### src/hdl/ed_pkg.sv
package ed_pkg;

  localparam int unsigned FuncW      = 2;
  localparam int unsigned CharW      = 8;
  localparam int unsigned DistW      = 7;
  localparam int unsigned MaxLenDflt = 64;

  // Request function codes
  localparam logic [FuncW-1:0] FuncAppend = 2'd0;
  localparam logic [FuncW-1:0] FuncStream = 2'd1;
  localparam logic [FuncW-1:0] FuncFinish = 2'd2;

  // What a token carries along the row of cells
  typedef enum logic [1:0] {
    KindNone   = 2'd0,
    KindLoad   = 2'd1,
    KindStep   = 2'd2,
    KindFinish = 2'd3
  } ed_kind_e;

  typedef struct packed {
    ed_kind_e         kind;
    logic [CharW-1:0] chr;
    logic             fold;
    logic             ovf;
  } ed_ctl_t;

  // Fold ASCII uppercase to lowercase when enabled
  function automatic logic [CharW-1:0] ed_fold(input logic [CharW-1:0] b, input logic en);
    logic [CharW-1:0] r;
    r = b;
    if (en && b >= 8'h41 && b <= 8'h5A) begin
      r = b + 8'h20;
    end
    return r;
  endfunction

endpackage

### src/hdl/ed_cell.sv
module ed_cell import ed_pkg::*; #(
  parameter int unsigned CW  = 7,
  parameter int unsigned Idx = 0
) (
  input  logic          clk_i,
  input  logic          rst_ni,
  input  logic          en_i,
  input  ed_ctl_t       ctl_i,
  input  logic [CW-1:0] cost_new_i,
  input  logic [CW-1:0] cost_old_i,
  output ed_ctl_t       ctl_o,
  output logic [CW-1:0] cost_new_o,
  output logic [CW-1:0] cost_old_o
);

  localparam logic [CW-1:0] CostInit = CW'(Idx + 1);

  logic [CharW-1:0] byte_q, byte_d;
  logic             used_q, used_d;
  logic [CW-1:0]    cost_q, cost_d;
  ed_ctl_t          ctl_d;
  ed_kind_e         kind_q;
  logic [CharW-1:0] chr_q;
  logic             fold_q;
  logic             ovf_q;
  logic [CW-1:0]    cnew_q, cnew_d;
  logic [CW-1:0]    cold_q, cold_d;

  logic [CW:0] up1, del1, sub1, best;
  logic        match;

  always_comb begin
    match = (ed_fold(byte_q, ctl_i.fold) == ctl_i.chr);
    up1   = {1'b0, cost_q} + (CW+1)'(1);
    del1  = {1'b0, cost_new_i} + (CW+1)'(1);
    sub1  = {1'b0, cost_old_i} + (match ? (CW+1)'(0) : (CW+1)'(1));
    best  = up1;
    if (del1 < best) best = del1;
    if (sub1 < best) best = sub1;
  end

  always_comb begin
    byte_d = byte_q;
    used_d = used_q;
    cost_d = cost_q;
    ctl_d  = ctl_i;
    cnew_d = cost_new_i;
    cold_d = cost_old_i;
    case (ctl_i.kind)
      KindLoad: begin
        // the first free cell takes the byte
        if (!used_q) begin
          byte_d     = ctl_i.chr;
          used_d     = 1'b1;
          ctl_d.kind = KindNone;
        end
      end
      KindStep: begin
        if (used_q) begin
          cost_d = best[CW-1:0];
          cnew_d = best[CW-1:0];
          cold_d = cost_q;
        end
      end
      KindFinish: begin
        // the last used cell leaves its cost as the result
        if (used_q) begin
          cnew_d = cost_q;
        end
        used_d = 1'b0;
        cost_d = CostInit;
      end
      default: begin
      end
    endcase
  end

  always_ff @(posedge clk_i or negedge rst_ni) begin
    if (!rst_ni) begin
      used_q <= 1'b0;
      cost_q <= CostInit;
      kind_q <= KindNone;
    end else if (en_i) begin
      used_q <= used_d;
      cost_q <= cost_d;
      kind_q <= ctl_d.kind;
    end
  end

  always_ff @(posedge clk_i) begin
    if (en_i) begin
      byte_q <= byte_d;
      chr_q  <= ctl_d.chr;
      fold_q <= ctl_d.fold;
      ovf_q  <= ctl_d.ovf;
      cnew_q <= cnew_d;
      cold_q <= cold_d;
    end
  end

  assign ctl_o      = '{kind: kind_q, chr: chr_q, fold: fold_q, ovf: ovf_q};
  assign cost_new_o = cnew_q;
  assign cost_old_o = cold_q;

endmodule

### config.mk
export PLATFORM = sky130hd
export DESIGN_NAME = ed_cell
export DESIGN_NICKNAME = d
export VERILOG_FILES = /design/src/hdl/ed_pkg.sv /design/src/hdl/ed_cell.sv
export SDC_FILE = /design/constraint.sdc
export NUM_CORES = 1
export LEC_CHECK = 0
export ABC_AREA = 0
export BUFFER_PORTS_ARGS = -buffer_cell sky130_fd_sc_hd__buf_2
export CAP_MARGIN = 5
export CORE_ASPECT_RATIO = 0.8
export CORE_MARGIN = 5
export CORE_UTILIZATION = 50
export DETAILED_ROUTE_END_ITERATION = 10
export PLACE_DENSITY_LB_ADDON = 0.25
export SETUP_SLACK_MARGIN = 0.4
export SYNTH_ARGS = -nofsm -noshare
export SYNTH_HDL_FRONTEND = slang
export SYNTH_SLANG_ARGS = --single-unit
### constraint.sdc
create_clock -name clk_i -period 4.5 [get_ports clk_i]
set_clock_uncertainty 0.1 [all_clocks]
set_input_delay 0.45 -clock clk_i [delete_from_list [all_inputs] [get_ports clk_i]]
set_output_delay 0.45 -clock clk_i [all_outputs]
set_load 0.1 [all_outputs]
==> reports/results.txt, run 1 <==
Status: finished, final reports clean
Clk slew on worst S/H paths: 0.09 ns
Clk sink count: 42
Register-to-register setup slack: 0.008 ns
Yosys warnings: 0
Worst path required time: 4.44 ns
Synth Area in Compound Gates: 12.9%
CP Capture Type: flop
Hold Startpoint: ctl_i[0]
Setup violators final: 0
Peak Freq: 223 MHz
Sequential area share after synthesis: 46.1%
Hold_ws: 0.209 ns
Placed cells: 391
Peak supply drop: 228 µV
Final Hold Viols: 0
Syn Area/Cell: 10.3 µm²
Total track usage: 20.7%
Drt drc: 0
Reg area: 0.00121 mm²
Max Cap Viol: 0
Post-synthesis register bit count: 42
Simple-Gate Fraction of Synth Area: 14.4%
Crit path max fanout: 7
Initial antenna violation count: 0
Fin crit period: 4.49 ns
GRT Residual Overflow: 0
First-pass GRT wire length: 11000 µm
Startpoint Class: flop
Syn nets: 304
Die area: 0.00682 mm²
Fin cells: 411
Mux contribution to synthesized area: 5.94%
DRT iter0 DRCs: 135
Fin nets: 396
Static leakage: 1.56 nW
Initial Utilization: 52.0%
Drt pass-1 iters: 4
Crit Reg-Reg Startpoint: cost_q[0]$_DFFE_PN1P_
Layout Utilization: 72.9%
Adder-cell share of the synthesized area: 9.03%
Layout cells sized above 1: 45.6%
Number of core rows: 23
H-tree levels: 2
N_diodes: 0
Area of the multi-input gates: 0.00166 mm²
Area share of the largest cell type after synthesis: 36.5%
Main combinational cell family by area after synthesis: simple AND/OR/NAND/NOR gates
Relative slew slack: 19.6%
RD Place Congestion: 0.909
Top post-synthesis cells by area: edfxtp_1 (37%), ha_1 (9.0%), dfrtp_1 (8.6%)
Area Overhead vs Synth: 40.2%
Vias in the first global route: 2204
IO Pins: 55
Core ar.: 0.00506 mm²
Die H: 74.9 µm
Most instantiated cells after synthesis: nand2_1 (41), edfxtp_1 (32), ha_1 (19)
Synth cell types: 41
Wirelength per Cell: 17.5 µm
Pwr per Cell Area: 427 mW/mm²
Worst slew pin tran: 1.20 ns
CTS root buf: clkbuf_8
Asr flop ratio synth: 23.8%
CP Class: flop to flop
Post-Syn Area: 0.00263 mm²
Fin crit share: 99.8%
Most common cell in the netlist: nand2_1
Mapped Cells: 256
EDFF count, synth: 32
Vias per std cell: 5.47
ANT nets after route: 0
Post-Route WL: 7200 µm
Dpl cell area: 0.00319 mm²
Synth Area in XOR/XNOR: 7.66%
IO buf count: 54
CTS tree: yes
Dominant synthesized flop cell: edfxtp_1
Critical path origin: cost_q[0]$_DFFE_PN1P_
Num CTS Buffers: 5
Final TNS setup: 0 ns
Hold Crit Class: input pin to flop
CP arrival: 4.43 ns
CTS Buffer Depth: 2
HPWL after detailed placement: 5180 µm
Filler instances: 353
Die width: 91.1 µm
Largest net degree at the start of global routing: 31
Vias: 2250
Clock Latency Late Sink: 0.31 ns
Finished Cell Area: 0.00369 mm²
Count of final max-slew check failures: 0
RSZ-0062 raised after global routing: true
Leading area contributor after synthesis: edfxtp_1
## critical path, cell delays in order (launching register included)
cell and delay, ns:
dfstp_2 0.56, ha_4 0.14, nand2_2 0.04, or2_4 0.24, xor2_2 0.16, ha_1 0.32
a21o_1 0.19, a221oi_4 0.33, nand2_4 0.20, mux2i_4 0.24, inv_2 0.06, ha_4 0.27
o2111ai_2 0.10, a21o_1 0.20, a21oi_1 0.14, nand3_1 0.08, or3b_4 0.39, mux2i_4 0.35
o22ai_1 0.11
## worst paths after layout
kind,endpoint,depth (start not counted)
setup / recovery,cost_new_o[6]$_DFFE_PP_,18
hold / removal,ovf_q$_DFFE_PP_,1
setup reg to reg,cost_new_o[6]$_DFFE_PP_,18
hold reg to reg,kind_q[1]$_DFFE_PN0P_,1
max in group asynchronous,cost_q[0]$_DFFE_PN1P_,2
min in group asynchronous,cost_q[6]$_DFFE_PN0P_,2
## power breakdown
part           switching, mW  total [mW]  internal, mW
Sequential            0.0238       0.483         0.459
Clock                  0.143       0.255         0.112
Combinational          0.481       0.840         0.358
## state kept, by name, summed over array words and instances (netlist names)
register / flops
byte_q: 8
chr_q: 8
cost_new_o: 7
cost_old_o: 7
cost_q: 7
fold_q: 1
kind_q: 2
ovf_q: 1
used_q: 1
## metal layers
metal	vias to the layer above	global-route usage, %	wire, µm
li1	1105	-	-
met1	1061	28.7	3270
met2	74	32.9	3310
met3	10	4.90	512
met4	0	6.03	112
met5	-	0	0
## layout make-up
class | count | area share [%]
multi-input cells | 190 | 45.0
flip-flops and latches | 42 | 32.9
repair buffers | 94 | 15.9
well taps | 62 | 2.10
clock buffers | 5 | 1.87
inverters | 15 | 1.53
clock inverters | 3 | 0.678
## through the flow
stage	worst slack [ns]	power [mW]
finish	0.00831	1.58
global route	-0.163	1.65
CTS	0.0503	1.51
detailed placement	-0.272	1.11
global placement	-0.156	1.10
floorplan	0.269	0.940
## placed cells by master (no fill, tap or decap), drive strengths merged, types with 2 or more instances in the layout
master / netlist / layout
edfxtp: 32 / 32
clkbuf: 6 / 5
o22ai: 8 / 8
or2: 2 / 2
dfrtp: 9 / 9
or3: 2 / 2
ha: 19 / 19
mux2i: 13 / 13
a21o: 5 / 5
and3: 5 / 5
nand3: 15 / 15
buf: 3 / 93
xor2: 13 / 13
nand2: 41 / 41
nor2: 10 / 10
mux2: 2 / 2
nor3: 4 / 4
a21oi: 17 / 17
inv: 15 / 16
o211ai: 2 / 2
xnor2: 10 / 10
o21ai: 12 / 12
## logic make-up after synthesis
logic type      count (synthesis)
simple gates                   82
compound gates                 51
flops                          42
buf+inv                        24
xor+xnor                       23
fa+ha+maj                      19
mux                            15
## repair_timing
item                                   4_1_cts  5_1_grt
setup endpoints to repair                   14       14
pin swaps                                   13        9
gates resized for setup                     37       23
hold buffers                                 1        0
setup buffers                                8        3
endpoints found under the hold margin        9        0
Power figures use the tool's default switching activity.
==> run 2: changes to the inputs <==
- CORE_ASPECT_RATIO: 0.8 -> 1.1
- REMOVE_ABC_BUFFERS: default -> 1
==> reports/results.txt, run 2 (synthesized netlist as in run 1, its figures left out) <==
Register-to-Register Path Depth: 20
CTS tree: yes
CP arrival: 4.60 ns
CTS Buffer Depth: 2
Core ar.: 0.00507 mm²
Drt pass-1 iters: 4
DRT iter0 DRCs: 163
Worst path required time: 4.53 ns
Violations in the final reports: setup timing
Max Cap Viol: 0
Total track usage: 21.0%
Number of core rows: 27
Peak supply drop: 243 µV
Largest registers: byte_q (8), chr_q (8)
Final Hold Viols: 0
Worst path buffer plus inverter count: 3
Hold Crit Class: input pin to flop
Static leakage: 1.53 nW
Die area: 0.00681 mm²
Pwr per Cell Area: 436 mW/mm²
Clock Latency Late Sink: 0.30 ns
Largest net degree at the start of global routing: 31
Fin nets: 392
Vias: 2291
Delay-heaviest family, CP: compound AO/OA/AOI/OAI gates
Vias per std cell: 5.68
Fin crit period: 4.57 ns
First-pass GRT wire length: 11200 µm
Area Overhead vs Synth: 35.5%
Crit-path cells: ha_2, nand2_1, or2_4, xor2_2, ha_1, a21o_1, a221oi_2, nand2_1, buf_6, mux2i_4, inv_1, ha_1, o2111ai_2, a21o_1, a21o_1, a21oi_2, or3b_4, buf_8, mux2_4, o221ai_2
IO buf count: 54
IO Pins: 55
Most common cell after layout, fill and taps aside: buf_2
Worst path depth: 20
Post-Route WL: 7080 µm
Clk sink count: 42
Vias in the first global route: 2347
Drt drc: 0
Peak Freq: 219 MHz
GRT Residual Overflow: 0
Clk slew on worst S/H paths: 0.08 ns
Die H: 86.1 µm
Setup violators final: 8
RSZ-0062 raised after global routing: true
CP Class: flop to flop
Num CTS Buffers: 5
PnR worst setup slack: -0.0667 ns
Status: complete, but fails checks
Initial Utilization: 51.9%
CP Capture Type: flop
Commonest non-fill, non-tap cells in the layout: buf_2 (54), nand2_1 (41), edfxtp_1 (32)
ANT nets after route: 0
Pwr Total: 1.56 mW
Startpoint Class: flop
Worst path max stage delay: 0.54 ns
H-tree levels: 2
RD Place Congestion: 0.911
Worst path most repeated cell: a21o_1
Hold path cells: 1
Initial antenna violation count: 0
Slowest CP cell: dfstp_2
Wirelength per Cell: 17.6 µm
CTS root buf: clkbuf_8
Worst slew pin tran: 1.15 ns
Relative slew slack: 22.8%
Layout cells sized above 1: 41.4%
Crit path max fanout: 5
N_diodes: 0
Die width: 79.2 µm
Fin crit share: 101%
Hold_ws: 0.240 ns
HPWL after detailed placement: 5070 µm
Count of final max-slew check failures: 0
-- run 2: cell count changes in the layout (fill, tap and decap cells not counted), sizes merged --
cell	change
buf	-4
clkinvlp	+1
clkinv	-1
-- run 2: report_power, final --
group	total (mW)	switching (mW)	internal (mW)	leakage, nW
clock	0.244	0.133	0.111	0.0408
combinational	0.829	0.472	0.357	1.05
sequential	0.482	0.0227	0.459	0.437
-- run 2: what timing repair did --
action / 4_1_cts / 5_1_grt
endpoints found under the setup margin: 14 / 14
hold buffers: 1 / 0
pin swaps: 16 / 12
endpoints found under the hold margin: 9 / 0
gates resized for setup: 37 / 15
setup buffers: 8 / 3
-- run 2: path summary, 6_finish.rpt --
check,start,end,slack [ns]
max,cost_q[0]$_DFFE_PN1P_,cost_new_o[1]$_DFFE_PP_,-0.07
min,ctl_i[0],ovf_q$_DFFE_PP_,0.24
max reg2reg,cost_q[0]$_DFFE_PN1P_,cost_new_o[1]$_DFFE_PP_,-0.07
min reg2reg,kind_q[1]$_DFFE_PN0P_,kind_q[1]$_DFFE_PN0P_,0.41
max in group asynchronous,rst_ni,cost_q[0]$_DFFE_PN1P_,3.60
min in group asynchronous,rst_ni,cost_q[1]$_DFFE_PN0P_,0.45
-- run 2: routing by layer --
| layer | GRT usage, % | vias up | share of wire [%] |
|---|---|---|---|
| li1 | - | 1102 | - |
| met1 | 24.5 | 1071 | 39 |
| met2 | 37.4 | 100 | 51 |
| met3 | 3.78 | 18 | 7.0 |
| met4 | 9.38 | 0 | 3.2 |
| met5 | 0 | - | 0 |
-- run 2: cell type report --
type	instances	area, µm²
clock buffer	5	68.8
fill	378	1500
tap	58	72.6
clock inverter	3	23.8
inverter	15	56.3
multi-input combinational	190	1560
sequential	42	1210
timing repair buffer	90	569
-- run 2: through the flow --
stage / TNS, ns / worst slack [ns] / util (%) / cells / instance area (µm²)
after floorplan: -0.226 / -0.0737 / - / 247 / 2580
after global placement: -1.08 / -0.219 / 61.3 / 383 / 3110
after detailed placement: -1.83 / -0.260 / 61.3 / 383 / 3110
after CTS: -0.0138 / -0.0138 / 68.5 / 400 / 3470
after global routing: -2.68 / -0.263 / 70.4 / 403 / 3570
final: -0.377 / -0.0667 / 70.4 / 403 / 3570
==> run 3: changes to the inputs <==
- ABC_AREA: 0 -> 1
- CORE_UTILIZATION: 50 -> 25
- clock period: 4.5 -> 4.2 ns (I/O delays scaled with it)
==> reports/results.txt, run 3 <==
Status: finished, final reports clean
Most instantiated cells after synthesis: nand2_1 (55), edfxtp_1 (32), inv_1 (31)
Post-Route WL: 7220 µm
Vias in the first global route: 2263
Clock Latency Late Sink: 0.28 ns
Crit-path cells: ha_1, nand3_1, nor3_2, xnor2_1, ha_1, nand2_1, o21a_1, nand2_4, o21ai_2, ha_1, a21oi_1, nor2_2, a211oi_2, buf_6, buf_6, nand3_4, nand3_2, a21oi_2
Static leakage: 1.60 nW
HPWL after detailed placement: 5680 µm
Sequential area share after synthesis: 44.6%
Critical path origin: cost_q[0]$_DFFE_PN1P_
Placed cells: 494
Crit path max fanout: 15
Drt pass-1 iters: 4
Drt drc: 0
Leading area contributor after synthesis: edfxtp_1
PnR worst setup slack: 0.355 ns
Area share of the largest cell type after synthesis: 35.3%
Vias per std cell: 4.45
Hold Startpoint: ctl_i[0]
Crit Reg-Reg Startpoint: cost_q[0]$_DFFE_PN1P_
Total track usage: 11.1%
Hold Crit Class: input pin to flop
CTS Buffer Depth: 2
Initial Utilization: 25.2%
Place WS: 0.152 ns
Die H: 119 µm
Startpoint Class: flop
Die area: 0.0131 mm²
CP Capture Type: flop
Asr flop ratio synth: 23.8%
Worst path required time: 4.12 ns
Wirelength per Cell: 13.9 µm
Area Overhead vs Synth: 32.7%
Hold_ws: 0.224 ns
Peak Freq: 260 MHz
IO Pins: 55
RD Place Congestion: 0.850
Fin nets: 421
Final Hold Viols: 0
Finished Cell Area: 0.00361 mm²
Syn Area/Cell: 9.13 µm²
DRT iter0 DRCs: 110
RSZ-0062 raised after global routing: true
Worst path most repeated cell: ha_1
CP Class: flop to flop
Final TNS setup: 0 ns
Dominant synthesized flop cell: edfxtp_1
Post-synthesis register bit count: 42
Initial antenna violation count: 0
Die width: 109 µm
Most common cell in the netlist: nand2_1
Peak supply drop: 262 µV
ANT nets after route: 0
Commonest non-fill, non-tap cells in the layout: buf_2 (54), nand2_1 (51), edfxtp_1 (32)
Post-Syn Area: 0.00272 mm²
Num CTS Buffers: 5
Slowest CP cell: dfstp_2
Fin crit period: 3.85 ns
Max Cap Viol: 0
Pwr per Cell Area: 533 mW/mm²
Most common cell after layout, fill and taps aside: buf_2
Relative slew slack: 33.2%
First-pass GRT wire length: 11200 µm
Clk slew on worst S/H paths: 0.06 ns
CP arrival: 3.76 ns
Number of core rows: 40
Count of final max-slew check failures: 0
Fin cells: 521
Largest registers: byte_q (8), chr_q (8)
Filler instances: 1124
Yosys warnings: 0
Fin crit share: 91.5%
Vias: 2316
IO buf count: 54
EDFF count, synth: 32
Dpl cell area: 0.00314 mm²
CTS tree: yes
GRT Residual Overflow: 0
Layout cells sized above 1: 34.5%
Core ar.: 0.0108 mm²
Clk sink count: 42
N_diodes: 0
Synth cell types: 35
H-tree levels: 2
Setup violators final: 0
Worst slew pin tran: 0.995 ns
Top post-synthesis cells by area: edfxtp_1 (35%), ha_1 (8.7%), dfrtp_1 (8.3%)
Worst path max stage delay: 0.59 ns
Largest net degree at the start of global routing: 27
Mapped Cells: 298
CTS root buf: clkbuf_16
## run 3: cells by family (layout without fill, tap and decap cells)
kind of cell / count (synthesis) / after routing / synth area share [%]
AND/OR/NAND/NOR: 122 / 123 / 22.2
XOR/XNOR: 19 / 19 / 6.12
buffers and inverters: 41 / 116 / 6.58
adder cells (fa/ha/maj): 19 / 19 / 8.74
flip-flops: 42 / 42 / 44.6
AO/OA/AOI/OAI: 55 / 55 / 11.8
## run 3: area by class of cell
| class | count | area (µm²) | area share (%) |
|---|---|---|---|
| clock buffer | 5 | 125 | 3.47 |
| clock inverter | 3 | 68.8 | 1.91 |
| inverter | 34 | 128 | 3.54 |
| multi-input combinational | 216 | 1460 | 40.5 |
| sequential | 42 | 1210 | 33.6 |
| tap | 147 | 184 | 5.10 |
| timing repair buffer | 74 | 430 | 11.9 |
## run 3: layer usage
metal,vias up,GRT usage (%),wire length (µm)
li1,1159,-,-
met1,1085,13.5,3060
met2,64,18.7,3590
met3,8,2.66,464
met4,0,4.29,109
met5,-,0,0
## run 3: repair_timing
action                                  4_1_cts  5_1_grt
hold buffers                                  1        0
gates cloned                                  1        0
endpoints found under the setup margin       14       14
gates resized for setup                      16       15
hold endpoints to repair                      9        0
pin swaps                                    19       12
setup buffers                                10        7
## run 3: final timing paths
kind                       slack (ns)                      end  cells past startpoint
setup / recovery                 0.35  cost_new_o[6]$_DFFE_PP_                     18
hold / removal                   0.22          ovf_q$_DFFE_PP_                      1
setup reg to reg                 0.35  cost_new_o[6]$_DFFE_PP_                     18
hold reg to reg                  0.36    kind_q[1]$_DFFE_PN0P_                      2
max in group asynchronous        3.29    cost_q[0]$_DFFE_PN1P_                      2
min in group asynchronous        0.44       used_q$_DFFE_PN0P_                      2
## run 3: critical path, delay by kind of cell (launching register included)
| kind | cells | cell delay [ns] |
|---|---|---|
| xor gates and xnor gates | 1 | 0.19 |
| AOI/OAI and AO/OA | 5 | 0.87 |
| and+or+nand+nor | 7 | 0.74 |
| adders and majority gates | 3 | 0.76 |
| buffers and inverters | 2 | 0.32 |
| DFF | 1 | 0.59 |
## run 3: report_power, final
part / total, mW / internal, mW / switching (mW)
clock network: 0.495 / 0.341 / 0.153
logic: 0.887 / 0.289 / 0.598
registers: 0.543 / 0.499 / 0.0440
## run 3: stage by stage
stage	total power, mW	util [%]
final	1.92	33.4
after global routing	2.04	33.4
after CTS	1.88	32.3
after detailed placement	1.31	29.0
after global placement	1.30	29.0
after floorplan	1.14	-
