$ cat config.mk
export PLATFORM = sky130hd
export DESIGN_NAME = ed_entry
export DESIGN_NICKNAME = d
export VERILOG_FILES = /design/src/hdl/ed_pkg.sv /design/src/hdl/ed_entry.sv
export SDC_FILE = /design/constraint.sdc
export NUM_CORES = 1
export LEC_CHECK = 0
export BUFFER_PORTS_ARGS = -buffer_cell sky130_fd_sc_hd__buf_4
export CAP_MARGIN = 20
export CORE_MARGIN = 10
export CORE_UTILIZATION = 57
export CTS_BUF_LIST = sky130_fd_sc_hd__clkbuf_4
export CTS_CLUSTER_DIAMETER = 40
export CTS_CLUSTER_SIZE = 16
export DETAILED_ROUTE_END_ITERATION = 6
export GPL_TIMING_DRIVEN = 0
export PLACE_DENSITY_LB_ADDON = 0.25
export RECOVER_POWER = 100
export SETUP_SLACK_MARGIN = 0.2
export SKIP_LAST_GASP = 1
export SYNTH_ARGS = -nofsm -noshare
export SYNTH_HDL_FRONTEND = slang
export SYNTH_SLANG_ARGS = --single-unit
$ cat constraint.sdc
create_clock -name clk_i -period 4.1 [get_ports clk_i]
set_clock_uncertainty 0.2 [all_clocks]
set_input_delay 0 -clock clk_i [delete_from_list [all_inputs] [get_ports clk_i]]
set_output_delay 0 -clock clk_i [all_outputs]
set_load 0.005 [all_outputs]
$ cat src/hdl/ed_pkg.sv
package ed_pkg;

  localparam int unsigned FuncW      = 2;
  localparam int unsigned CharW      = 8;
  localparam int unsigned DistW      = 7;
  localparam int unsigned MaxLenDflt = 64;

  // Request function codes
  localparam logic [FuncW-1:0] FuncAppend = 2'd0;
  localparam logic [FuncW-1:0] FuncStream = 2'd1;
  localparam logic [FuncW-1:0] FuncFinish = 2'd2;

  // What a token carries along the row of cells
  typedef enum logic [1:0] {
    KindNone   = 2'd0,
    KindLoad   = 2'd1,
    KindStep   = 2'd2,
    KindFinish = 2'd3
  } ed_kind_e;

  typedef struct packed {
    ed_kind_e         kind;
    logic [CharW-1:0] chr;
    logic             fold;
    logic             ovf;
  } ed_ctl_t;

  // Fold ASCII uppercase to lowercase when enabled
  function automatic logic [CharW-1:0] ed_fold(input logic [CharW-1:0] b, input logic en);
    logic [CharW-1:0] r;
    r = b;
    if (en && b >= 8'h41 && b <= 8'h5A) begin
      r = b + 8'h20;
    end
    return r;
  endfunction

endpackage

$ cat src/hdl/ed_entry.sv
module ed_entry import ed_pkg::*; #(
  parameter int unsigned MaxLen = MaxLenDflt,
  localparam int unsigned CW    = $clog2(MaxLen + 1)
) (
  input  logic             clk_i,
  input  logic             rst_ni,
  input  logic             accept_i,
  input  logic [FuncW-1:0] func_i,
  input  logic [CharW-1:0] character_i,
  input  logic             case_fold_i,
  output ed_ctl_t          ctl_o,
  output logic [CW-1:0]    cost_new_o,
  output logic [CW-1:0]    cost_old_o
);

  logic [CW-1:0] first_len_q, first_len_d;
  logic [CW-1:0] second_len_q, second_len_d;
  logic          ovf_q, ovf_d;

  always_comb begin
    first_len_d  = first_len_q;
    second_len_d = second_len_q;
    ovf_d        = ovf_q;
    ctl_o.kind   = KindNone;
    ctl_o.chr    = character_i;
    ctl_o.fold   = case_fold_i;
    ctl_o.ovf    = ovf_q;
    cost_new_o   = second_len_q;
    cost_old_o   = second_len_q;
    if (accept_i) begin
      unique case (func_i)
        FuncAppend: begin
          // drop appends once the column has moved past the first row
          if (second_len_q == '0) begin
            if (first_len_q < CW'(MaxLen)) begin
              ctl_o.kind  = KindLoad;
              first_len_d = first_len_q + CW'(1);
            end else begin
              ovf_d = 1'b1;
            end
          end
        end
        FuncStream: begin
          if (second_len_q < CW'(MaxLen)) begin
            ctl_o.kind   = KindStep;
            ctl_o.chr    = ed_fold(character_i, case_fold_i);
            second_len_d = second_len_q + CW'(1);
            cost_new_o   = second_len_d;
          end else begin
            ovf_d = 1'b1;
          end
        end
        FuncFinish: begin
          ctl_o.kind   = KindFinish;
          first_len_d  = '0;
          second_len_d = '0;
          ovf_d        = 1'b0;
        end
        default: begin
        end
      endcase
    end
  end

  always_ff @(posedge clk_i or negedge rst_ni) begin
    if (!rst_ni) begin
      first_len_q  <= '0;
      second_len_q <= '0;
      ovf_q        <= 1'b0;
    end else begin
      first_len_q  <= first_len_d;
      second_len_q <= second_len_d;
      ovf_q        <= ovf_d;
    end
  end

endmodule

==> flow_metrics.tcl, run 1 <==
set metrics [dict create \
    max_slew_margin_pct 47.9 \
    die_x_um 67.0 \
    syn_avg_cell_area_um2 8.98 \
    ys.flop_type "dfrtp_1" \
    ys_ff_latch 15 \
    rsz0062_at_grt "no" \
    synth-edff-count 0 \
    hold_depth 3 \
    p_leak_nw 0.731 \
    worstMarginPinSlew_ps 775 \
    rr_worst_depth 5 \
    cts_sinks 15 \
    slowest_delay_ps 430 \
    ys_types 44 \
    finalNetCount 209 \
    first_pass_iters 4 \
    maxCapViolCount 0 \
    vias_per_cell 5.91 \
    grt_max_degree 16 \
    holdWs_ps 84.0 \
    drt-initial-drc-count 69 \
    setup_tns_ps 0 \
    cp_max_fo 10 \
    n_antenna_cell 0 \
    finalHoldViolCount 0 \
    post-cts-setup-buffers 0 \
    async_flop_share_pct 100 \
    status "complete, no violations" \
    cp_slowest_cell "dfrtp_1" \
    synth_area_leaders "dfrtp_1 30%, ha_1 8.0%, buf_4 4.8%" \
    area_growth_pct 24.7 \
    worstSetupPathType "reg -> out" \
    worstPathRequired_ps 3900 \
    worstHoldPathType "in -> out" \
    row_count 16 \
    peakVddDrop_mv 0.317 \
    finalSetupViolCount 0 \
    synthesis.area_um2 1260 \
    wl_um 3660 \
    antenna_found_initial 0 \
    cts.root.buffer_cell "clkbuf_4" \
    power.density_nw_per_um2 423 \
    grt_pass1_wl_um 6010 \
    endpoint_kind "output port" \
    cts_hold_buffers 3 \
    yosysWarnings 0 \
    clkTransAtPathRegs_ps 100 \
    r2r-end "first_len_q[0]" \
    r2r-start "cost_old_o[3]" \
    gp_congestion 0.881 \
    yosysTopAreaCellShare_pct 29.9 \
    grt.total_usage_pct 16.7 \
    clkLatencyLatePin_ps 290 \
    synth_nets 162 \
    final_antenna_net_count 0 \
    min_to "ctl_o[7]" \
    yosysSeqAreaShare_pct 29.9 \
    tritoncts "built" \
    postCtsResizedCells 0 \
    crit_buf_inv 2 \
    period_needed_ps 2580 \
    grt_pass1_vias 1286 \
    slew_violations 0 \
    period_share_pct 63.0 \
    dpl_cell_area_um2 1580 \
    io_buffers 39 \
    overflow 0 \
    die_h_um 67.0 \
    worstSetupStartpoint "cost_old_o[6]" \
    wl_per_cell_um 17.2 \
    cp_cell_sequence "clkbuf_1 > and3b_1 > nand4_1 > a311oi_1 > mux2_2 > clkbuf_4" \
    yosysTopAreaCell "dfrtp_1" \
    syn_inst 140 \
    crit_path_start_kind "register" \
    place_hpwl_um 2780 \
    clk_path_buf_depth 2 \
    htree_levels 1 \
    fin_area_um2 1570 \
    die-area_um2 4480 \
    drc 0 \
    crit_family "simple AND/OR/NAND/NOR gates" \
    timing.fmax_ghz 0.387 \
    vias 1258 \
    r2r_slack_ps 1550 \
    hp-start "character_i[5]" \
    finish.utilization_pct 77.5 \
    drive_gt1_share_pct 30.1 \
    coreArea_um2 2020 \
    start_util_pct 62.2 \
    io-pin-count 40 \
    numCtsBuffers 3 \
    cp.arrival_ps 2380 \
]
-- metal layers --
metal	GRT usage, %	routed length [µm]	up-vias
li1	-	-	587
met2	29.9	2040	57
met4	6.92	127	0
met3	5.69	258	14
met1	17.2	1240	600
met5	0	0	-
-- how the worst max path moves through the flow --
stage / slack [ps] / to / cells past startpoint
2_1_floorplan: 2230 / first_len_q[0] / 6
3_3_place_gp: 2130 / first_len_q[1] / 6
3_5_place_dp: 2040 / first_len_q[1] / 6
4_1_cts: 1730 / ctl_o[8] / 6
5_1_grt: 1410 / ctl_o[8] / 6
6_report: 1520 / ctl_o[8] / 6
-- cells in the final DEF, fill, tap and decap left out, types with 6 or more instances in the layout --
cell type	count
buf_4	21
ha_1	8
clkbuf_1	11
nor2_1	13
dfrtp_1	15
nor3_1	6
inv_1	7
clkbuf_4	24
nand2_1	14
o21ai_0	7
a21oi_1	8
-- cells in the mapped netlist, types with 2 or more instances --
cell type,n
a21o_1,3
a21oi_1,8
a311oi_2,2
a41oi_1,2
and3_2,2
buf_2,2
buf_4,8
clkbuf_1,2
dfrtp_1,15
ha_1,8
inv_1,7
mux2_2,2
mux2_4,2
nand2_1,14
nand2b_1,2
nand3_1,2
nand4_1,2
nor2_1,13
nor2b_1,2
nor3_1,6
o21a_1,3
o21ai_0,7
or4_1,2
xnor2_1,2
xor2_1,3
-- worst reg2reg max path: stages, from the launching register on --
cell and delay (ps):
dfrtp_1 400, clkbuf_1 200, nor4_1 720, o2bb2ai_1 420, nand2_2 150, mux2_1 340
-- flip-flops by register name, indices dropped and copies added (netlist names) --
signal,count
first_len_q,7
ovf_q,1
cost_old_o,7
-- cell type report --
cell class | count | area [µm²]
buffer | 13 | 78.8
clock buffer | 4 | 30.0
fill | 146 | 454
inverter | 7 | 26.3
multi-input combinational | 105 | 723
sequential | 15 | 375
tap | 27 | 33.8
timing repair buffer | 42 | 300
-- kinds of logic (layout without fill, tap and decap cells) --
group / Yosys count / in the layout / share of synthesized area [%]
muxes: 5 / 5 / 4.98
xor gates and xnor gates: 5 / 5 / 3.48
and+or+nand+nor: 56 / 56 / 25.1
AOI/OAI and AO/OA: 31 / 31 / 19.5
DFF: 15 / 15 / 29.9
buffers and inverters: 20 / 66 / 9.15
adders and majority gates: 8 / 8 / 7.96
-- metrics by stage --
step | setup WS, ps | instances | total power [W]
after floorplan | 2230 | 140 | 0.000439
after global placement | 2130 | 206 | 0.000573
after detailed placement | 2040 | 206 | 0.000597
after CTS | 1730 | 213 | 0.000698
after global routing | 1410 | 213 | 0.000719
final | 1520 | 213 | 0.000663
-- report_power, final --
group	total [W]	leakage, nW	switching (W)	internal [W]
clock network	0.0000939	0.0184	0.0000494	0.0000445
logic	0.000333	0.535	0.000170	0.000163
registers	0.000236	0.177	0.0000498	0.000187
total	0.000663	0.731	0.000269	0.000394
Power figures use the tool's default switching activity.
==> inputs of run 2 (changes only) <==
--- a/config.mk
+++ b/config.mk
@@ -5,10 +5,11 @@
 export SDC_FILE = /design/constraint.sdc
 export NUM_CORES = 1
 export LEC_CHECK = 0
+export ABC_AREA = 1
 export BUFFER_PORTS_ARGS = -buffer_cell sky130_fd_sc_hd__buf_4
 export CAP_MARGIN = 20
 export CORE_MARGIN = 10
-export CORE_UTILIZATION = 57
+export CORE_UTILIZATION = 53
 export CTS_BUF_LIST = sky130_fd_sc_hd__clkbuf_4
 export CTS_CLUSTER_DIAMETER = 40
 export CTS_CLUSTER_SIZE = 16
==> constraint.sdc (replaced) <==
create_clock -name clk_i -period 2.4 [get_ports clk_i]
set_clock_uncertainty 0.2 [all_clocks]
set_input_delay 0 -clock clk_i [delete_from_list [all_inputs] [get_ports clk_i]]
set_output_delay 0 -clock clk_i [all_outputs]
set_load 0.005 [all_outputs]
==> run 2 against run 1 <==
- clock power up 66%
- synthesized area up 1.2%
- total power up 61%
- sequential share of layout area down 0.92 points
- sequential cell count unchanged
- first-iteration DRC count up 33%
- hold slack worse by 4.2 ps
- sequential power up 68%
- largest power group unchanged
- highest routed layer unchanged
==> flow_metrics.tcl, run 2 <==
set metrics [dict create \
    cp_common_cell "inv_1" \
    ys.flop_type "dfrtp_1" \
    cp_cell_sequence "inv_1 > ha_1 > inv_1 > nor2_4 > nand3_1 > o31ai_1 > buf_4" \
    layout_commonest_cell "nand2_1" \
    p_leak_nw 0.860 \
    period_share_pct 79.7 \
    hold_depth 3 \
    clkTransAtPathRegs_ps 110 \
    gp_congestion 0.827 \
    status "complete, no violations" \
    ys_top_cells_by_count "64 x nand2_1, 21 x inv_1, 15 x dfrtp_1" \
    final_antenna_net_count 0 \
    drc 0 \
    drt-initial-drc-count 92 \
    final_cell_mix "66 x nand2_1, 25 x buf_4, 22 x clkbuf_4" \
    cp_max_fo 4 \
    slew_violations 0 \
    worstPathRequired_ps 2200 \
    setup_tns_ps 0 \
    vias_per_cell 5.18 \
    peakVddDrop_mv 0.486 \
    cts.root.buffer_cell "clkbuf_4" \
    grt.total_usage_pct 13.1 \
    die-area_um2 4760 \
    post-cts-setup-buffers 0 \
    coreArea_um2 2250 \
    power.switching_w 0.000437 \
    synth-edff-count 0 \
    yosysTopAreaCellShare_pct 29.5 \
    wl_um 3230 \
    timing.fmax_ghz 0.522 \
    final_cell_count_no_fill 260 \
    antenna_found_initial 0 \
    worstMarginPinSlew_ps 713 \
    overflow 0 \
    finish.utilization_pct 72.3 \
    grt_pass1_wl_um 5560 \
    yosysWarnings 0 \
    syn_inst 185 \
    synth_area_leaders "dfrtp_1 29%, nand2_1 19%, ha_1 7.9%" \
    maxCapViolCount 0 \
    wl_per_cell_um 12.4 \
    max_slew_margin_pct 52.3 \
    clkPwrFrac_pct 14.7 \
    dp.cells 252 \
    clkLatencyLatePin_ps 300 \
    power.density_nw_per_um2 653 \
    grt_max_degree 16 \
    rr_worst_depth 10 \
    cts_sinks 15 \
    tritoncts "built" \
    yosysSeqAreaShare_pct 29.5 \
    start_util_pct 56.4 \
    period_needed_ps 1910 \
    die_x_um 69 \
    yosysMostFrequentCell "nand2_1" \
    syn_avg_cell_area_um2 6.88 \
    worstHoldPathType "in -> reg" \
    synthesis.area_um2 1270 \
    synth_nets 207 \
    cp.arrival_ps 1710 \
    io-pin-count 40 \
    p_int_w 0.000628 \
    slowest_delay_ps 440 \
    row_count 17 \
    finalNetCount 255 \
    pwr-share-seq_pct 37.3 \
    crit_path_start_kind "register" \
    finalHoldViolCount 0 \
    grt_pass1_vias 1294 \
    ys_ff_latch 15 \
    first_pass_iters 4 \
    rsz0062_at_grt "no" \
    io_buffers 39 \
    async_flop_share_pct 100 \
    combPwrFrac_pct 48.0 \
    p_sw_share_pct 41.0 \
    vias 1347 \
    cts_hold_buffers 4 \
    finalSetupViolCount 0 \
    clk_path_buf_depth 2 \
    ys_types 25 \
    endpoint_kind "output port" \
    yosysTopAreaCell "dfrtp_1" \
    place_hpwl_um 2660 \
    drive_gt1_share_pct 24.6 \
    n_antenna_cell 0 \
    cp_slowest_cell "dfrtp_1" \
    worstSetupPathType "reg -> out" \
    numCtsBuffers 3 \
    die_h_um 69 \
    htree_levels 1 \
    area_growth_pct 28.1 \
    postCtsResizedCells 0 \
]
## run 2: kinds of logic (layout without fill, tap and decap cells)
kind of cell / count (synthesis) / in the layout / synth area share (%)
AOI/OAI and AO/OA: 20 / 20 / 9.93
xor gates and xnor gates: 4 / 4 / 2.75
adders and majority gates: 8 / 8 / 7.87
buffers and inverters: 31 / 78 / 12.5
DFF: 15 / 15 / 29.5
and+or+nand+nor: 107 / 107 / 37.5
## run 2: per-stage QoR
step	setup slack (ps)	cell area, µm²	power [W]	hold WS, ps
floorplan	809	1270	0.000703	-496
global placement	644	1600	0.000915	-336
detailed placement	598	1600	0.000936	-330
CTS	463	1670	0.00110	71.3
global route	327	1630	0.00117	104
finish	486	1630	0.00107	79.7
## run 2: worst paths after layout
| kind | startpoint | to | slack, ps |
|---|---|---|---|
| setup / recovery | cost_old_o[0] | ctl_o[10] | 490 |
| hold / removal | func_i[1] | ovf_q | 80 |
| setup reg to reg | cost_old_o[0] | first_len_q[6] | 540 |
| hold reg to reg | ovf_q | ovf_q | 310 |
| max in group asynchronous | rst_ni | ovf_q | 910 |
| min in group asynchronous | rst_ni | cost_old_o[2] | 630 |
## run 2: power by group through the flow
stage                     logic (W)  clock network, W  registers [W]
final                      0.000512          0.000156       0.000397
after global routing       0.000590          0.000167       0.000410
after CTS                  0.000542          0.000158       0.000397
after detailed placement   0.000534                 0       0.000402
after global placement     0.000517                 0       0.000398
after floorplan            0.000317                 0       0.000386
## run 2: final cells by class
cell class,instances,area [µm²]
flip-flops and latches,15,375
clock inverters,1,5.00
clock buffers,3,22.5
plain buffers,9,75.1
fillers,190,624
repair buffers,43,325
well taps,28,35.0
multi-input cells,139,708
inverters,22,83.8
## run 2: critical path, delay by kind of cell, from the launching register on
kind | cells | cell delay, ps
AOI/OAI and AO/OA | 1 | 230
and+or+nand+nor | 2 | 180
adders and majority gates | 1 | 180
buffers and inverters | 3 | 380
DFF | 1 | 440
## run 2: layer usage
layer / part of all wire [%] / vias up / global-route usage [%]
met5: 0 / - / 0
li1: - / 675 / -
met4: 1.2 / 0 / 4.21
met1: 40 / 627 / 14.1
met2: 52 / 39 / 23.9
met3: 6.7 / 6 / 3.57
==> inputs of run 3 (changes only) <==
--- a/config.mk
+++ b/config.mk
@@ -9,7 +9,7 @@
 export BUFFER_PORTS_ARGS = -buffer_cell sky130_fd_sc_hd__buf_4
 export CAP_MARGIN = 20
 export CORE_MARGIN = 10
-export CORE_UTILIZATION = 53
+export CORE_UTILIZATION = 48
 export CTS_BUF_LIST = sky130_fd_sc_hd__clkbuf_4
 export CTS_CLUSTER_DIAMETER = 40
 export CTS_CLUSTER_SIZE = 16
==> constraint.sdc (replaced) <==
create_clock -name clk_i -period 1.6 [get_ports clk_i]
set_clock_uncertainty 0.2 [all_clocks]
set_input_delay 0 -clock clk_i [delete_from_list [all_inputs] [get_ports clk_i]]
set_output_delay 0 -clock clk_i [all_outputs]
set_load 0.005 [all_outputs]
==> run 3 against run 2 <==
- largest power group unchanged
- clock power is 50% higher
- highest routed layer unchanged
- hold slack got worse by 5.8 ps
- the flow now finishes with violations (setup timing)
- core utilization grew 8.6 points
- critical path type unchanged
- via count rose by 10%
- sequential power grew 52%
- setup slack worse by 680 ps
- global-route usage grew 2.2 points
==> flow_metrics.tcl, run 3 (synthesis gave the netlist of run 2 again) <==
set metrics [dict create \
    grt_pass1_vias 1438 \
    dp.cells 254 \
    p_leak_nw 1.01 \
    top_layer "met4" \
    r2r-start "cost_old_o[1]" \
    wl_per_cell_um 14.9 \
    first_pass_iters 4 \
    setup_ws_ps -197 \
    coreArea_um2 2500 \
    p_sw_share_pct 42.5 \
    drive_gt1_share_pct 47.8 \
    met3WireLength_um 294 \
    rr_worst_depth 10 \
    final_cell_mix "49 x buf_4, 47 x nand2_1, 17 x inv_1" \
    die_x_um 71.5 \
    r2r-end "first_len_q[0]" \
    worstHoldPathType "in -> reg" \
    power_w 0.00201 \
    power.density_nw_per_um2 995 \
    worstMarginPinSlew_ps 400 \
    final_cell_count_no_fill 283 \
    overflow 0 \
    period_needed_ps 1800 \
    grt.total_usage_pct 15.3 \
    gp_congestion 0.847 \
    cp_max_fo 3 \
    vias_per_cell 5.25 \
    dr_wl_met2_um 2230 \
    power.switching_w 0.000855 \
    status "finished with violations" \
    crit_path_start_kind "register" \
    place_ws_ps -54.3 \
    period_share_pct 112 \
    p_int_w 0.00116 \
    clkTransAtPathRegs_ps 100 \
    start_util_pct 50.9 \
    drt-initial-drc-count 77 \
    finalSetupViolCount 20 \
    setup_tns_ps -1720 \
    grt_pass1_wl_um 6600 \
    timing.fmax_ghz 0.556 \
    area_growth_pct 58.9 \
    io_buffers 39 \
    place_hpwl_um 2650 \
    io-pin-count 40 \
    vias 1486 \
    worstSetupPathType "reg -> out" \
    hp-start "func_i[1]" \
    endpoint_kind "output port" \
    clkLatencyLatePin_ps 300 \
    rsz0062_at_grt "yes" \
    die-area_um2 5110 \
    cp.arrival_ps 1600 \
    r2r_slack_ps -80 \
    finalHoldViolCount 0 \
    finish.utilization_pct 80.9 \
    violations "setup timing" \
    slew_violations 0 \
    n_antenna_cell 0 \
    hold_depth 3 \
    min_to "ovf_q" \
    wl_met1_um 1580 \
    grt_max_degree 16 \
    htree_levels 1 \
    clk_path_buf_depth 2 \
    tritoncts "built" \
    cts_sinks 15 \
    numCtsBuffers 3 \
    row_count 18 \
    layout_commonest_cell "buf_4" \
    cts.root.buffer_cell "clkbuf_4" \
    worstPathRequired_ps 1400 \
    clkPwrFrac_pct 11.6 \
    wl_um 4210 \
    maxCapViolCount 0 \
    die_h_um 71.5 \
    final_antenna_net_count 0 \
    drc 0 \
    finalNetCount 276 \
    pwr-share-seq_pct 30.0 \
    peakVddDrop_mv 0.977 \
    max_slew_margin_pct 73.4 \
    combPwrFrac_pct 58.4 \
    antenna_found_initial 0 \
]
==> run 3: cell types whose count changed in the layout (fill, tap and decap cells not counted), sizes merged <==
cell / change
dlygate4sd3: +1
inv: -1
buf: +32
clkbuf: -12
clkinvlp: +1
==> run 3: layout make-up <==
| class | count | area, µm² |
|---|---|---|
| Multi-Input combinational cell | 139 | 905 |
| Timing Repair Buffer | 64 | 509 |
| Fill cell | 168 | 478 |
| Sequential cell | 15 | 377 |
| Inverter | 22 | 87.6 |
| Buffer | 9 | 78.8 |
| Tap cell | 30 | 37.5 |
| Clock buffer | 3 | 22.5 |
| Clock inverter | 1 | 5.00 |
==> run 3: layer usage <==
| layer | vias up | GRT usage [%] |
|---|---|---|
| li1 | 715 | - |
| met1 | 706 | 16.4 |
| met2 | 52 | 27.7 |
| met3 | 13 | 5.51 |
| met4 | 0 | 3.44 |
| met5 | - | 0 |
==> run 3: timing repair <==
| action | in CTS | in global routing |
|---|---|---|
| hold buffers | 5 | 1 |
| setup endpoints to repair | 25 | 42 |
| pin swaps | 10 | 8 |
| gates resized for setup | 22 | 28 |
| endpoints found under the hold margin | 18 | 15 |
| cloned | 1 | 0 |
| setup buffers | 15 | 4 |
==> run 3: worst max-delay path by stage <==
stage                        startpoint        endpoint  slack (ps)  cells after the start
after floorplan           cost_old_o[1]  first_len_q[5]          90                     10
after global placement    cost_old_o[0]  first_len_q[6]         -30                     10
after detailed placement  cost_old_o[0]  first_len_q[6]         -50                     10
after CTS                 cost_old_o[1]       ctl_o[10]        -130                      7
after global routing      cost_old_o[6]   cost_new_o[3]        -290                      8
final                     cost_old_o[0]   cost_new_o[6]        -200                      8
==> run 3: critical path: stages (launching register included) <==
cell and delay [ps]:
dfrtp_1 410, ha_2 210, inv_1 60, nor2_2 140
nand2_1 110, nor2_2 140, nand2_1 60, nand2_1 60
buf_4 100
==> run 3: power groups by stage <==
stage,combinational [W],clock (W),sequential [W]
after floorplan,0.000528,0,0.000589
after global placement,0.000834,0,0.000605
after detailed placement,0.000861,0,0.000610
after CTS,0.00105,0.000234,0.000597
after global routing,0.00129,0.000256,0.000618
final,0.00117,0.000234,0.000604
==> run 3: stage by stage <==
| stage | cell area (µm²) | hold slack (ps) |
|---|---|---|
| global placement | 1630 | -335 |
| finish | 2020 | 73.9 |
| detailed placement | 1630 | -330 |
| global route | 2020 | 83.8 |
| floorplan | 1300 | -496 |
| CTS | 1900 | 56.4 |
